==> src/rtl/ter_pkg.sv <==
// ----------------------------------------------------------------------------
// ter_pkg
// Shared widths, register indexes, sequencer codes and types of the
// triangle edge rasterizer.
// ----------------------------------------------------------------------------
package ter_pkg;

   localparam int TILE_SPAN = 64;
   localparam int FRAC_BITS = 4;

   localparam int COORD_W   = 16;
   localparam int PIX_W     = 12;
   localparam int DIM_W     = 13;
   localparam int ADDR_W    = 26;
   localparam int CSR_IDX_W = 2;

   // box bounds and walked columns; also holds tile start + span
   localparam int BOX_W   = (COORD_W - FRAC_BITS + 2 > 14) ? COORD_W - FRAC_BITS + 2 : 14;
   localparam int DELTA_W = COORD_W + 1;
   localparam int SUB_W   = BOX_W + FRAC_BITS + 1;
   localparam int PROD_W  = DELTA_W + SUB_W;
   localparam int EDGE_W  = PROD_W + 1;

   localparam int ADDR_SHIFT = 2;   // 4 bytes per pixel

   localparam logic [DIM_W-1:0] SCREEN_WIDTH_RST  = DIM_W'(640);
   localparam logic [DIM_W-1:0] SCREEN_HEIGHT_RST = DIM_W'(480);

   localparam logic [CSR_IDX_W-1:0] CSR_SCREEN_WIDTH  = CSR_IDX_W'(0);
   localparam logic [CSR_IDX_W-1:0] CSR_SCREEN_HEIGHT = CSR_IDX_W'(1);

   // multiply sequence: one product per step on the shared multiplier
   localparam int MUL_STEP_W = 3;
   localparam logic [MUL_STEP_W-1:0] MS_E0_POS   = 3'd0;
   localparam logic [MUL_STEP_W-1:0] MS_E0_NEG   = 3'd1;
   localparam logic [MUL_STEP_W-1:0] MS_E1_POS   = 3'd2;
   localparam logic [MUL_STEP_W-1:0] MS_E1_NEG   = 3'd3;
   localparam logic [MUL_STEP_W-1:0] MS_E2_POS   = 3'd4;
   localparam logic [MUL_STEP_W-1:0] MS_E2_NEG   = 3'd5;
   localparam logic [MUL_STEP_W-1:0] MS_ROW_BASE = 3'd6;
   localparam logic [MUL_STEP_W-1:0] MS_DONE     = 3'd7;

   typedef enum logic [2:0] {
      ST_IDLE,
      ST_BOX,
      ST_CLIP,
      ST_MUL,
      ST_WALK,
      ST_EMPTY
   } state_type;

   typedef struct packed {
      logic signed [DELTA_W-1:0] a;
      logic signed [SUB_W-1:0]   b;
   } mul_op_type;

endpackage

==> src/rtl/ter_mul_unit.sv <==
// ----------------------------------------------------------------------------
// ter_mul_unit
// Shared signed multiplier with a registered product, used for the edge
// function setup and the row base address.
// ----------------------------------------------------------------------------
module ter_mul_unit
   import ter_pkg::*;
(
   input  logic                     clock,
   input  mul_op_type               op,
   output logic signed [PROD_W-1:0] prod
);

   logic signed [DELTA_W-1:0] a_s;
   logic signed [SUB_W-1:0]   b_s;
   logic signed [PROD_W-1:0]  prod_in;
   logic signed [PROD_W-1:0]  prod_ff;

   assign a_s     = op.a;
   assign b_s     = op.b;
   assign prod_in = a_s * b_s;

   always_ff @(posedge clock) begin
      prod_ff <= prod_in;
   end

   assign prod = prod_ff;

endmodule

==> src/rtl/triangle_edge_rasterizer_unit.sv <==
// ----------------------------------------------------------------------------
// triangle_edge_rasterizer_unit
// Walks one row of a triangle's bounding box, clipped to a 64-pixel tile,
// and reports edge-function coverage and framebuffer address per pixel.
//
//   channel | direction | handshake          | contents
//   --------+-----------+--------------------+-------------------------------
//   req_    | in        | req_valid/stall    | three vertices, row, tile start
//   rsp_    | out       | rsp_valid/stall    | pixel, address, coverage, last
//   csr_    | in        | csr_valid/ready    | screen width / height writes
//
// A request is accepted, passes the box and clip states, then the shared
// multiplier (edge function products plus the row base address), then walks
// the span one pixel per cycle while rsp_stall does not freeze the walk;
// an empty span skips the multiplier. req_stall stays high until the last
// result is registered. Reset: idle, width 640, height 480.
// ----------------------------------------------------------------------------
module triangle_edge_rasterizer_unit
   import ter_pkg::*;
(
   input  logic                        clock,
   input  logic                        reset,

   input  logic                        req_valid,
   output logic                        req_stall,
   input  logic signed [COORD_W-1:0]   req_v0_x,
   input  logic signed [COORD_W-1:0]   req_v0_y,
   input  logic signed [COORD_W-1:0]   req_v1_x,
   input  logic signed [COORD_W-1:0]   req_v1_y,
   input  logic signed [COORD_W-1:0]   req_v2_x,
   input  logic signed [COORD_W-1:0]   req_v2_y,
   input  logic signed [PIX_W-1:0]     req_row_y,
   input  logic signed [PIX_W-1:0]     req_tile_x,

   output logic                        rsp_valid,
   input  logic                        rsp_stall,
   output logic signed [PIX_W-1:0]     rsp_pixel_x,
   output logic signed [PIX_W-1:0]     rsp_pixel_y,
   output logic [ADDR_W-1:0]           rsp_byte_address,
   output logic                        rsp_covered,
   output logic                        rsp_write_enable,
   output logic                        rsp_span_nonempty,
   output logic                        rsp_last,

   input  logic                        csr_valid,
   output logic                        csr_ready,
   input  logic [CSR_IDX_W-1:0]        csr_index,
   input  logic [DIM_W-1:0]            csr_wdata
);

   localparam logic [COORD_W:0] FRAC_MASK = (COORD_W+1)'((1 << FRAC_BITS) - 1);

   function automatic logic signed [COORD_W-1:0] min3(input logic signed [COORD_W-1:0] a,
                                                      input logic signed [COORD_W-1:0] b,
                                                      input logic signed [COORD_W-1:0] c);
      logic signed [COORD_W-1:0] m;
      m = a;
      if (b < m) m = b;
      if (c < m) m = c;
      return m;
   endfunction

   function automatic logic signed [COORD_W-1:0] max3(input logic signed [COORD_W-1:0] a,
                                                      input logic signed [COORD_W-1:0] b,
                                                      input logic signed [COORD_W-1:0] c);
      logic signed [COORD_W-1:0] m;
      m = a;
      if (b > m) m = b;
      if (c > m) m = c;
      return m;
   endfunction

   // truncate toward zero: bias negatives by one minus an ulp before the shift
   function automatic logic signed [BOX_W-1:0] trunc_fix(input logic signed [COORD_W-1:0] v);
      logic signed [COORD_W:0] biased;
      biased = (COORD_W+1)'(v) + (v[COORD_W-1] ? FRAC_MASK : '0);
      return BOX_W'(biased >>> FRAC_BITS);
   endfunction

   // control
   state_type                 state_ff, state_in;
   logic [MUL_STEP_W-1:0]     step_ff;
   logic [DIM_W-1:0]          width_ff, height_ff;
   logic                      rsp_valid_ff;

   // request
   logic signed [COORD_W-1:0] v0x_ff, v0y_ff, v1x_ff, v1y_ff, v2x_ff, v2y_ff;
   logic signed [PIX_W-1:0]   row_ff, tile_ff;

   // box and setup
   logic signed [BOX_W-1:0]   minx_ff, maxx_ff, miny_ff, maxy_ff;
   logic signed [DELTA_W-1:0] dx0_ff, dx1_ff, dx2_ff, dy0_ff, dy1_ff, dy2_ff;
   logic signed [BOX_W-1:0]   x_ff, hi_ff;
   logic                      row_in_ff;
   logic signed [EDGE_W-1:0]  e0_ff, e1_ff, e2_ff;
   logic [ADDR_W-1:0]         addr_ff;

   // result register
   logic signed [PIX_W-1:0]   rsp_pixel_x_ff, rsp_pixel_y_ff;
   logic [ADDR_W-1:0]         rsp_addr_ff;
   logic                      rsp_cov_ff, rsp_we_ff, rsp_ne_ff, rsp_last_ff;

   // combinational
   logic                      accept, out_free, busy, load_pix, load_empty;
   logic signed [BOX_W-1:0]   tile_ext, tile_end, row_ext, lo_c, hi_c, x_next;
   logic                      empty_c, row_in_c, inside_c, cov_c, last_pix;
   logic [BOX_W-1:0]          x_u;
   logic [PIX_W-1:0]          row_u;
   logic signed [SUB_W-1:0]   sx_c, sy_c;
   logic [MUL_STEP_W-1:0]     done_step;
   mul_op_type                mul_op;
   logic signed [PROD_W-1:0]  prod;

   ter_mul_unit u_mul (
      .clock (clock),
      .op    (mul_op),
      .prod  (prod)
   );

   // ---------------- next state ----------------
   always_comb begin
      state_in = state_ff;
      case (state_ff)
         ST_IDLE:  if (accept) state_in = ST_BOX;
         ST_BOX:   state_in = ST_CLIP;
         ST_CLIP:  state_in = empty_c ? ST_EMPTY : ST_MUL;
         ST_MUL:   if (step_ff == MS_DONE) state_in = ST_WALK;
         ST_WALK:  if (out_free && last_pix) state_in = ST_IDLE;
         ST_EMPTY: if (out_free) state_in = ST_IDLE;
         default:  state_in = ST_IDLE;
      endcase
   end

   // ---------------- state outputs ----------------
   always_comb begin
      busy       = 1'b1;
      load_pix   = 1'b0;
      load_empty = 1'b0;
      case (state_ff)
         ST_IDLE:  busy = 1'b0;
         ST_WALK:  load_pix = out_free;
         ST_EMPTY: load_empty = out_free;
         default:  busy = 1'b1;
      endcase
   end

   assign req_stall = busy;
   assign accept    = req_valid && !req_stall;
   assign out_free  = !rsp_valid_ff || !rsp_stall;
   assign csr_ready = 1'b1;

   // ---------------- clip / span decision ----------------
   always_comb begin
      tile_ext = BOX_W'(tile_ff);
      tile_end = tile_ext + BOX_W'(TILE_SPAN);
      row_ext  = BOX_W'(row_ff);
      lo_c     = (minx_ff > tile_ext) ? minx_ff : tile_ext;
      hi_c     = (maxx_ff < tile_end) ? maxx_ff : tile_end;
      empty_c  = (row_ext < miny_ff) || (row_ext >= maxy_ff) || (lo_c >= hi_c);
   end

   assign row_u    = row_ff;
   assign row_in_c = !row_ff[PIX_W-1] && (DIM_W'(row_u) < height_ff);

   // ---------------- multiplier operands ----------------
   assign sx_c      = SUB_W'(x_ff) <<< FRAC_BITS;
   assign sy_c      = SUB_W'(row_ff) <<< FRAC_BITS;
   assign done_step = step_ff - MUL_STEP_W'(1);

   always_comb begin
      mul_op.a = '0;
      mul_op.b = '0;
      case (step_ff)
         MS_E0_POS: begin
            mul_op.a = dy0_ff;
            mul_op.b = sx_c - SUB_W'(v0x_ff);
         end
         MS_E0_NEG: begin
            mul_op.a = dx0_ff;
            mul_op.b = sy_c - SUB_W'(v0y_ff);
         end
         MS_E1_POS: begin
            mul_op.a = dy1_ff;
            mul_op.b = sx_c - SUB_W'(v1x_ff);
         end
         MS_E1_NEG: begin
            mul_op.a = dx1_ff;
            mul_op.b = sy_c - SUB_W'(v1y_ff);
         end
         MS_E2_POS: begin
            mul_op.a = dy2_ff;
            mul_op.b = sx_c - SUB_W'(v2x_ff);
         end
         MS_E2_NEG: begin
            mul_op.a = dx2_ff;
            mul_op.b = sy_c - SUB_W'(v2y_ff);
         end
         MS_ROW_BASE: begin
            mul_op.a = DELTA_W'(width_ff);
            mul_op.b = SUB_W'(row_ff);
         end
         default: begin
            mul_op.a = '0;
            mul_op.b = '0;
         end
      endcase
   end

   // ---------------- pixel ----------------
   assign x_u      = x_ff;
   assign x_next   = x_ff + BOX_W'(1);
   assign last_pix = (x_next == hi_ff);
   assign inside_c = row_in_ff && !x_ff[BOX_W-1] && (x_u < BOX_W'(width_ff));
   assign cov_c    = !e0_ff[EDGE_W-1] && !e1_ff[EDGE_W-1] && !e2_ff[EDGE_W-1];

   // ---------------- control registers ----------------
   always_ff @(posedge clock) begin
      if (reset) begin
         state_ff     <= ST_IDLE;
         step_ff      <= '0;
         width_ff     <= SCREEN_WIDTH_RST;
         height_ff    <= SCREEN_HEIGHT_RST;
         rsp_valid_ff <= 1'b0;
      end else begin
         state_ff <= state_in;
         if (state_ff == ST_CLIP)
            step_ff <= '0;
         else if (state_ff == ST_MUL)
            step_ff <= step_ff + MUL_STEP_W'(1);
         if (csr_valid && csr_ready) begin
            case (csr_index)
               CSR_SCREEN_WIDTH:  width_ff  <= csr_wdata;
               CSR_SCREEN_HEIGHT: height_ff <= csr_wdata;
               default:           ;
            endcase
         end
         if (load_pix || load_empty)
            rsp_valid_ff <= 1'b1;
         else if (!rsp_stall)
            rsp_valid_ff <= 1'b0;
      end
   end

   // ---------------- datapath registers ----------------
   always_ff @(posedge clock) begin
      if (accept) begin
         v0x_ff  <= req_v0_x;
         v0y_ff  <= req_v0_y;
         v1x_ff  <= req_v1_x;
         v1y_ff  <= req_v1_y;
         v2x_ff  <= req_v2_x;
         v2y_ff  <= req_v2_y;
         row_ff  <= req_row_y;
         tile_ff <= req_tile_x;
      end

      if (state_ff == ST_BOX) begin
         minx_ff <= trunc_fix(min3(v0x_ff, v1x_ff, v2x_ff));
         maxx_ff <= trunc_fix(max3(v0x_ff, v1x_ff, v2x_ff));
         miny_ff <= trunc_fix(min3(v0y_ff, v1y_ff, v2y_ff));
         maxy_ff <= trunc_fix(max3(v0y_ff, v1y_ff, v2y_ff));
         dx0_ff  <= DELTA_W'(v1x_ff) - DELTA_W'(v0x_ff);
         dx1_ff  <= DELTA_W'(v2x_ff) - DELTA_W'(v1x_ff);
         dx2_ff  <= DELTA_W'(v0x_ff) - DELTA_W'(v2x_ff);
         dy0_ff  <= DELTA_W'(v1y_ff) - DELTA_W'(v0y_ff);
         dy1_ff  <= DELTA_W'(v2y_ff) - DELTA_W'(v1y_ff);
         dy2_ff  <= DELTA_W'(v0y_ff) - DELTA_W'(v2y_ff);
      end

      if (state_ff == ST_CLIP) begin
         x_ff      <= lo_c;
         hi_ff     <= hi_c;
         row_in_ff <= row_in_c;
      end

      // product of the previous step lands in the cycle after issue
      if (state_ff == ST_MUL && step_ff != MS_E0_POS) begin
         case (done_step)
            MS_E0_POS:   e0_ff <= EDGE_W'(prod);
            MS_E0_NEG:   e0_ff <= e0_ff - EDGE_W'(prod);
            MS_E1_POS:   e1_ff <= EDGE_W'(prod);
            MS_E1_NEG:   e1_ff <= e1_ff - EDGE_W'(prod);
            MS_E2_POS:   e2_ff <= EDGE_W'(prod);
            MS_E2_NEG:   e2_ff <= e2_ff - EDGE_W'(prod);
            MS_ROW_BASE: addr_ff <= (ADDR_W'(prod) + ADDR_W'(x_ff)) << ADDR_SHIFT;
            default:     ;
         endcase
      end

      if (load_pix) begin
         x_ff    <= x_next;
         e0_ff   <= e0_ff + (EDGE_W'(dy0_ff) <<< FRAC_BITS);
         e1_ff   <= e1_ff + (EDGE_W'(dy1_ff) <<< FRAC_BITS);
         e2_ff   <= e2_ff + (EDGE_W'(dy2_ff) <<< FRAC_BITS);
         addr_ff <= addr_ff + (ADDR_W'(1) << ADDR_SHIFT);

         rsp_pixel_x_ff <= x_ff[PIX_W-1:0];
         rsp_pixel_y_ff <= row_ff;
         rsp_addr_ff    <= inside_c ? addr_ff : '0;
         rsp_cov_ff     <= cov_c;
         rsp_we_ff      <= cov_c && inside_c;
         rsp_ne_ff      <= 1'b1;
         rsp_last_ff    <= last_pix;
      end else if (load_empty) begin
         rsp_pixel_x_ff <= tile_ff;
         rsp_pixel_y_ff <= row_ff;
         rsp_addr_ff    <= '0;
         rsp_cov_ff     <= 1'b0;
         rsp_we_ff      <= 1'b0;
         rsp_ne_ff      <= 1'b0;
         rsp_last_ff    <= 1'b1;
      end
   end

   assign rsp_valid         = rsp_valid_ff;
   assign rsp_pixel_x       = rsp_pixel_x_ff;
   assign rsp_pixel_y       = rsp_pixel_y_ff;
   assign rsp_byte_address  = rsp_addr_ff;
   assign rsp_covered       = rsp_cov_ff;
   assign rsp_write_enable  = rsp_we_ff;
   assign rsp_span_nonempty = rsp_ne_ff;
   assign rsp_last          = rsp_last_ff;

`ifndef ASSERT_OFF
   // the walk never runs past the clipped end of the span
   a_walk_in_span: assert property (@(posedge clock) disable iff (reset)
      (state_ff == ST_WALK) |-> (x_ff < hi_ff))
      else $error("pixel walk past span end");

   // an accepted request always starts with the box cycle
   a_accept_box: assert property (@(posedge clock) disable iff (reset)
      accept |=> (state_ff == ST_BOX))
      else $error("request accepted without entering box setup");

   // an empty-span result is always the only, hence last, result
   a_empty_last: assert property (@(posedge clock) disable iff (reset)
      (rsp_valid && !rsp_span_nonempty) |-> (rsp_last && !rsp_write_enable))
      else $error("empty-span result not marked last");

   // write enable implies coverage
   a_we_cov: assert property (@(posedge clock) disable iff (reset)
      (rsp_valid && rsp_write_enable) |-> rsp_covered)
      else $error("write enabled on uncovered pixel");
`endif

endmodule

==> config.mk <==
export PLATFORM = sky130hd
export DESIGN_NAME = triangle_edge_rasterizer_unit
export DESIGN_NICKNAME = d
export VERILOG_FILES = /design/src/rtl/ter_pkg.sv /design/src/rtl/ter_mul_unit.sv /design/src/rtl/triangle_edge_rasterizer_unit.sv
export SDC_FILE = /design/constraint.sdc
export NUM_CORES = 2
export LEC_CHECK = 0
export BUFFER_PORTS_ARGS = -buffer_cell sky130_fd_sc_hd__buf_2
export CORE_UTILIZATION = 50
export DETAILED_ROUTE_END_ITERATION = 7
export PLACE_DENSITY = 0.66
export SYNTH_ARGS = -nofsm -noshare
export SYNTH_HDL_FRONTEND = slang
export SYNTH_SLANG_ARGS = --single-unit
export TNS_END_PERCENT = 50
==> constraint.sdc <==
create_clock -name clock -period 36.5 [get_ports clock]
set_input_delay 1.825 -clock clock [delete_from_list [all_inputs] [get_ports clock]]
set_output_delay 1.825 -clock clock [all_outputs]
set_load 0.01 [all_outputs]
# [Yosys cells after proc, flatten, opt, wreduce, memory -nomap -nowiden]
# Index checks and enable logic that the tools add are counted.
[word_totals] romBits=0 input_bits=140 reg_bits=563 ramBits=0 mem_count=0 out_inout_bits=57 latchBits=0 elab_cells=207
[classes] n_bitwise=0 reduce_logical=40 muxes=60 n_div=0 multipliers=1 shifts=0 n_addsub=28 magnitude_cmp=15 n_eq_ne=25
[op_table] cell="16-bit 2-to-1 mux" count=16
[op_table] cell="36-bit one-hot mux with 7 select lines" count=1
[op_table] cell="37-bit 2-to-1 mux" count=6
[op_table] cell="37-bit one-hot mux with 2 select lines" count=3
[op_table] cell="26-bit 2-to-1 mux" count=6
[op_table] cell="16-bit by 16-bit subtractor with 17-bit output" count=9
[op_table] cell="37-bit by 21-bit adder with 37-bit output" count=3
[op_table] cell="37-bit by 36-bit subtractor with 37-bit output" count=3
[op_table] cell="16-bit by 5-bit adder with 17-bit output" count=4
[op_table] cell="16-bit > comparator" count=4
[op_table] cell="16-bit less-than comparator" count=4
[op_table] cell="18-bit by 16-bit subtractor with 19-bit output" count=3
[op_table] cell="14-bit 2-to-1 mux" count=4
[op_table] cell="12-bit 2-to-1 mux" count=4
[op_table] cell="17-bit by 19-bit multiplier with 36-bit output" count=1
[op_table] cell="3-bit == test (second input constant)" count=9
[op_table] cell="26-bit by 3-bit adder with 26-bit output (second input constant)" count=1
[op_table] cell="12-bit by 13-bit less-than comparator with 1-bit output" count=2
[op_table] cell="24-bit by 14-bit adder with 24-bit output" count=1
[op_table] cell="3-bit by 2-bit == test with 1-bit output (second input constant)" count=6
[op_table] cell="3-bit one-hot mux with 6 select lines" count=1
[op_table] cell="4-bit 2-to-1 mux" count=4
[op_table] cell="3-bit 2-to-1 mux" count=5
[op_table] cell="14-bit by 2-bit adder with 14-bit output (second input constant)" count=1
[op_table] cell="other kinds (24)" count=68

# [Depth between registers and ports, before layout]
[logic_depth] ltp_word=8 ltp_mapped=46 mapped_depth_nobuf=42

# [Cells and area by module]
# From an unflattened synthesis, not the netlist that was laid out.
[unflattened] hier_cells=6426 area_unflattened_um2=58388.5
[modules_own_cells] mod="triangle_edge_rasterizer_unit" cells_per_inst=5033 seq_area_each_um2=15334.7 n_inst=1 area_each_um2=45508.6
[modules_own_cells] mod="ter_mul_unit" cells_per_inst=1393 seq_area_each_um2=720.7 n_inst=1 area_each_um2=12879.9

# [Worst setup path after synthesis]
# No wires, ideal clock.
[synth_timing] kind="reg-to-reg" start="reg state_ff[0]" end="reg dx0_ff[0], enable pin" required_time_ps=35644 path_buffers=1 setup_time_ps=856 arrival_time_ps=11186 path_slack_ps=24458 synth_period_minus_slack_ps=12042 path_stages_with_launch=4 cell_sequence="dfxtp_1 > clkbuf_1 > inv_1 > nor3_1"
[synth_between] elab_chain_len=1
[synth_lines] element="start: declaration" line="triangle_edge_rasterizer_unit.sv:81" source="state_type state_ff, state_in;"
[synth_lines] element="start signal: assignment" line="triangle_edge_rasterizer_unit.sv:225" source="state_ff <= state_in;"
[synth_lines] element="3-bit by 1-bit == test with 1-bit output" line="triangle_edge_rasterizer_unit.sv:257" source="if (state_ff == ST_BOX) begin"
[synth_lines] element="end signal: assignment" line="triangle_edge_rasterizer_unit.sv:262" source="dx0_ff <= DELTA_W'(v1x_ff) - DELTA_W'(v0x_ff);"
[synth_lines] element="end: declaration" line="triangle_edge_rasterizer_unit.sv:92" source="logic signed [DELTA_W-1:0] dx0_ff, dx1_ff, dx2_ff, dy0_ff, dy1_ff, dy2_ff;"
# Every way passes these cells.
# A chain may end at the register's enable or synchronous reset.

# [Final worst setup path]
[layout_timing] start="reg step_ff[2]" end="reg u_mul.prod_ff[32], in the netlist u_mul.prod[32]"
[layout_between] elab_chain_len=3 elab_cells_between_ends=9
[layout_lines] element="start: declaration" line="triangle_edge_rasterizer_unit.sv:82" source="logic [MUL_STEP_W-1:0] step_ff;"
[layout_lines] element="start signal: assignment" line="triangle_edge_rasterizer_unit.sv:229" source="step_ff <= step_ff + MUL_STEP_W'(1);"
[layout_lines] element="3-bit == test, or another cell as far along" line="triangle_edge_rasterizer_unit.sv:173" source="case (step_ff)"
[layout_lines] element="36-bit one-hot mux with 7 select lines *" line="triangle_edge_rasterizer_unit.sv:173"
[layout_lines] element="17-bit by 19-bit multiplier with 36-bit output *" line="ter_mul_unit.sv:21" source="assign prod_in = a_s * b_s;"
[layout_lines] element="named net u_mul.prod_in[32]" line="ter_mul_unit.sv:16" source="logic signed [PROD_W-1:0] prod_in;"
[layout_lines] element="end signal: assignment" line="ter_mul_unit.sv:24" source="prod_ff <= prod_in;"
[layout_lines] element="end: declaration" line="ter_mul_unit.sv:17" source="logic signed [PROD_W-1:0] prod_ff;"
# Mark *: on every way through the listed nets, which the timed path passes. The rest lies on a longest branch.

==> metrics <==
status complete, but fails checks; violations in the final reports design-rule violations; Synth async-reset ratio 0%; area share of the largest cell type after synthesis approximately a quarter; warning count from the yosys run 0; number of buffers added for setup after CTS 0; number of enable-type register cells in the synthesized netlist 488; maximum fanout count along the critical path 36; area of all placed cells without fillers 63000 sq um; Worst Setup End Kind flop; clk sinks 558; final-report hold violation count 0; number of ports placed on the die boundary 197; DRT antenna net count 0; Setup Crit Path Kind flop to flop; post-cts sizing count 0; startpoint type of the worst setup path flop; Fin Clk Skew approximately 0.042 ns; remaining routing DRC violations 56; Pins Over Slew Limit 0; number of flip-flops and latches in the synthesized netlist 558; Std-Cell Core Area ~110000 sq um; insertion delay of the later-clocked pin in the worst-skew pair 0.70 ns; number of global-route vias before repair 46900; average wire length per cell after detail routing 23.7 um; CP most frequent cell sky130_fd_sc_hd__a21oi_1; clock period minus worst slack 10.91 ns; CTS Root Buffer Type sky130_fd_sc_hd__clkbuf_16; post-route setup TNS 0 ns; initial core utilization about 50%; setup repair after global routing missed its margin no; post-synthesis instance total 6435; number of antenna violations at the first check in global routing 25; CP Data Arrival Time 11.51 ns; Hold Crit Start rsp_span_nonempty; number of filler instances in the final layout 10400; Pre-Repair DR Iteration Count 8; most instantiated library cell after synthesis sky130_fd_sc_hd__inv_1; launching element of the worst setup path step_ff[2]; drt first-iter violations 5308; die area 117000 sq um; Total Nets Final between 7000 and 8000; leftover overflow at the end of global routing 0; Post-DP HPWL 157000 um; detail-routed via count per cell 6.00; commonest cells in the netlist sky130_fd_sc_hd__inv_1 (760), sky130_fd_sc_hd__ha_1 (644), sky130_fd_sc_hd__nor2_1 (640); maximum cell stage delay along the critical path around 0.73 ns; Worst path slowest cell sky130_fd_sc_hd__a21oi_1; area leader, netlist sky130_fd_sc_hd__edfxtp_1; row count 124; clock slew at the register clock pins of the worst setup and hold paths 0.06 ns; port buffer count 193; maximum clock frequency 91.6 MHz; Top FF cell, synth sky130_fd_sc_hd__edfxtp_1; Chip Height approximately 340 um; dominant cells by area after synthesis sky130_fd_sc_hd__edfxtp_1 (25%), sky130_fd_sc_hd__ha_1 (14%), sky130_fd_sc_hd__fa_1 (12%); total track usage 32.8%; synthesis-to-finish area growth 8.87%; Final Routed Wirelength about 190000 um; post-synth design cell area 57900 sq um; Worst-Margin Slew 1.17 ns; count of unique library cells instantiated by Yosys just over 100; number of H-tree branching levels 3; count of vias placed by the detailed router about 49000; total area of multi-input combinational cells 38400 sq um; total of hold buffers inserted after clock tree synthesis 0; Clock Path Buffers 3; cts bufs inserted 68; Mean Syn Cell Area 9.00 sq um; max-cap check violation count 0; fraction of the yosys area taken by sequential cells 27.7%; area after detailed placement between 60000 and 70000 sq um; Horiz. Die Dim 342 um; # setup viols final 0; layout cells sized above 1 ~7.2%; relative max-transition margin 21.8%; global-route wire length before repair 289000 um; launching point of the worst reg2reg path step_ff[2]; combined flip-flop and latch cell area 16100 sq um; CTS tree yes; final weighted congestion of routability-driven global placement 1.01; largest net degree at the start of global routing 155; fraction of the cycle the final worst path needs 29.9%; classification of the worst-slack hold path flop to flop; CP required 37.09 ns
## routing by layer
| metal | GRT usage, % | up-vias | wire length, um | part of all wire [%] |
|---|---|---|---|---|
| met4 | 13.5 | 20 | 8820 | 4.6 |
| met5 | 0 | - | 120 | 0.062 |
| li1 | - | 22900 | - | - |
| met1 | 45.4 | 23500 | 82000 | 42 |
| met2 | 49.8 | 2150 | 82800 | 43 |
| met3 | 7.03 | 460 | 19500 | 10 |
## placed cells by master, fill, tap and decap left out, types with 81 or more instances in the layout
cell	instances
sky130_fd_sc_hd__inv_1	759
sky130_fd_sc_hd__nand2_1	505
sky130_fd_sc_hd__nand3_1	100
sky130_fd_sc_hd__xor2_1	147
sky130_fd_sc_hd__buf_2	193
sky130_fd_sc_hd__mux2i_1	81
sky130_fd_sc_hd__xnor2_1	278
sky130_fd_sc_hd__edfxtp_1	488
sky130_fd_sc_hd__nor3_1	115
sky130_fd_sc_hd__nand2b_1	100
sky130_fd_sc_hd__a21o_1	197
sky130_fd_sc_hd__a211oi_1	90
sky130_fd_sc_hd__a21oi_1	510
sky130_fd_sc_hd__o21ai_0	275
sky130_fd_sc_hd__nor2_1	638
sky130_fd_sc_hd__fa_1	333
sky130_fd_sc_hd__ha_1	643
sky130_fd_sc_hd__o21a_1	84
## final timing paths
path | end | slack [ns] | cells past startpoint
max | u_mul.prod[32] | 25.59 | 41
max reg2reg | u_mul.prod[32] | 25.59 | 41
min | rsp_span_nonempty | 0.46 | 2
min reg2reg | rsp_span_nonempty | 0.46 | 2
## kinds of logic after synthesis
group                    synth area share (%)
AO/OA/AOI/OAI                            17.7
XOR/XNOR                                 6.43
adder cells (fa/ha/maj)                  25.4
buffers and inverters                    6.21
flip-flops                               27.7
multiplexers                             2.02
other                                  0.0130
AND/OR/NAND/NOR                          14.5
## critical path, delay by kind of cell (launching register included)
| kind | cells | cell delay, ns |
|---|---|---|
| xor+xnor | 2 | 0.34 |
| simple gates | 7 | 1.43 |
| compound gates | 19 | 3.94 |
| buf+inv | 5 | 0.78 |
| fa+ha+maj | 8 | 3.73 |
| flops | 1 | 0.57 |
## registers in the layout, indices dropped and copies added (netlist names), 14 cells and up
signal,count
e0_ff,37
e1_ff,37
e2_ff,37
u_mul.prod,36
addr_ff,24
rsp_byte_address,24
dx0_ff,17
dx1_ff,17
dx2_ff,17
dy0_ff,17
dy1_ff,17
dy2_ff,17
v0x_ff,16
v0y_ff,16
v1x_ff,16
v1y_ff,16
v2x_ff,16
v2y_ff,16
x_ff,14
## per-stage QoR
step / cells / worst slack (ns) / hold WS (ns) / utilization (%)
after floorplan: 6436 / 24.46 / 0.436 / -
after global placement: 8029 / 26.04 / 0.434 / 53.0
after detailed placement: 8029 / 25.77 / 0.450 / 53.0
after CTS: 8153 / 25.77 / 0.458 / 55.0
after global routing: 8153 / 24.88 / 0.494 / 55.0
final: 8162 / 25.59 / 0.458 / 55.0
## cell type report
cell class              count  area share (%)
inverters                 763            4.54
multi-input cells        4929            60.9
clock buffers              91            2.92
flip-flops and latches    558            25.5
repair buffers            267            2.43
diodes                      9          0.0357
well taps                1512            3.00
clock inverters            33           0.714
Power is not shown: default switching activity piles up to over one toggle a cycle in this logic, so the estimate is an artifact.
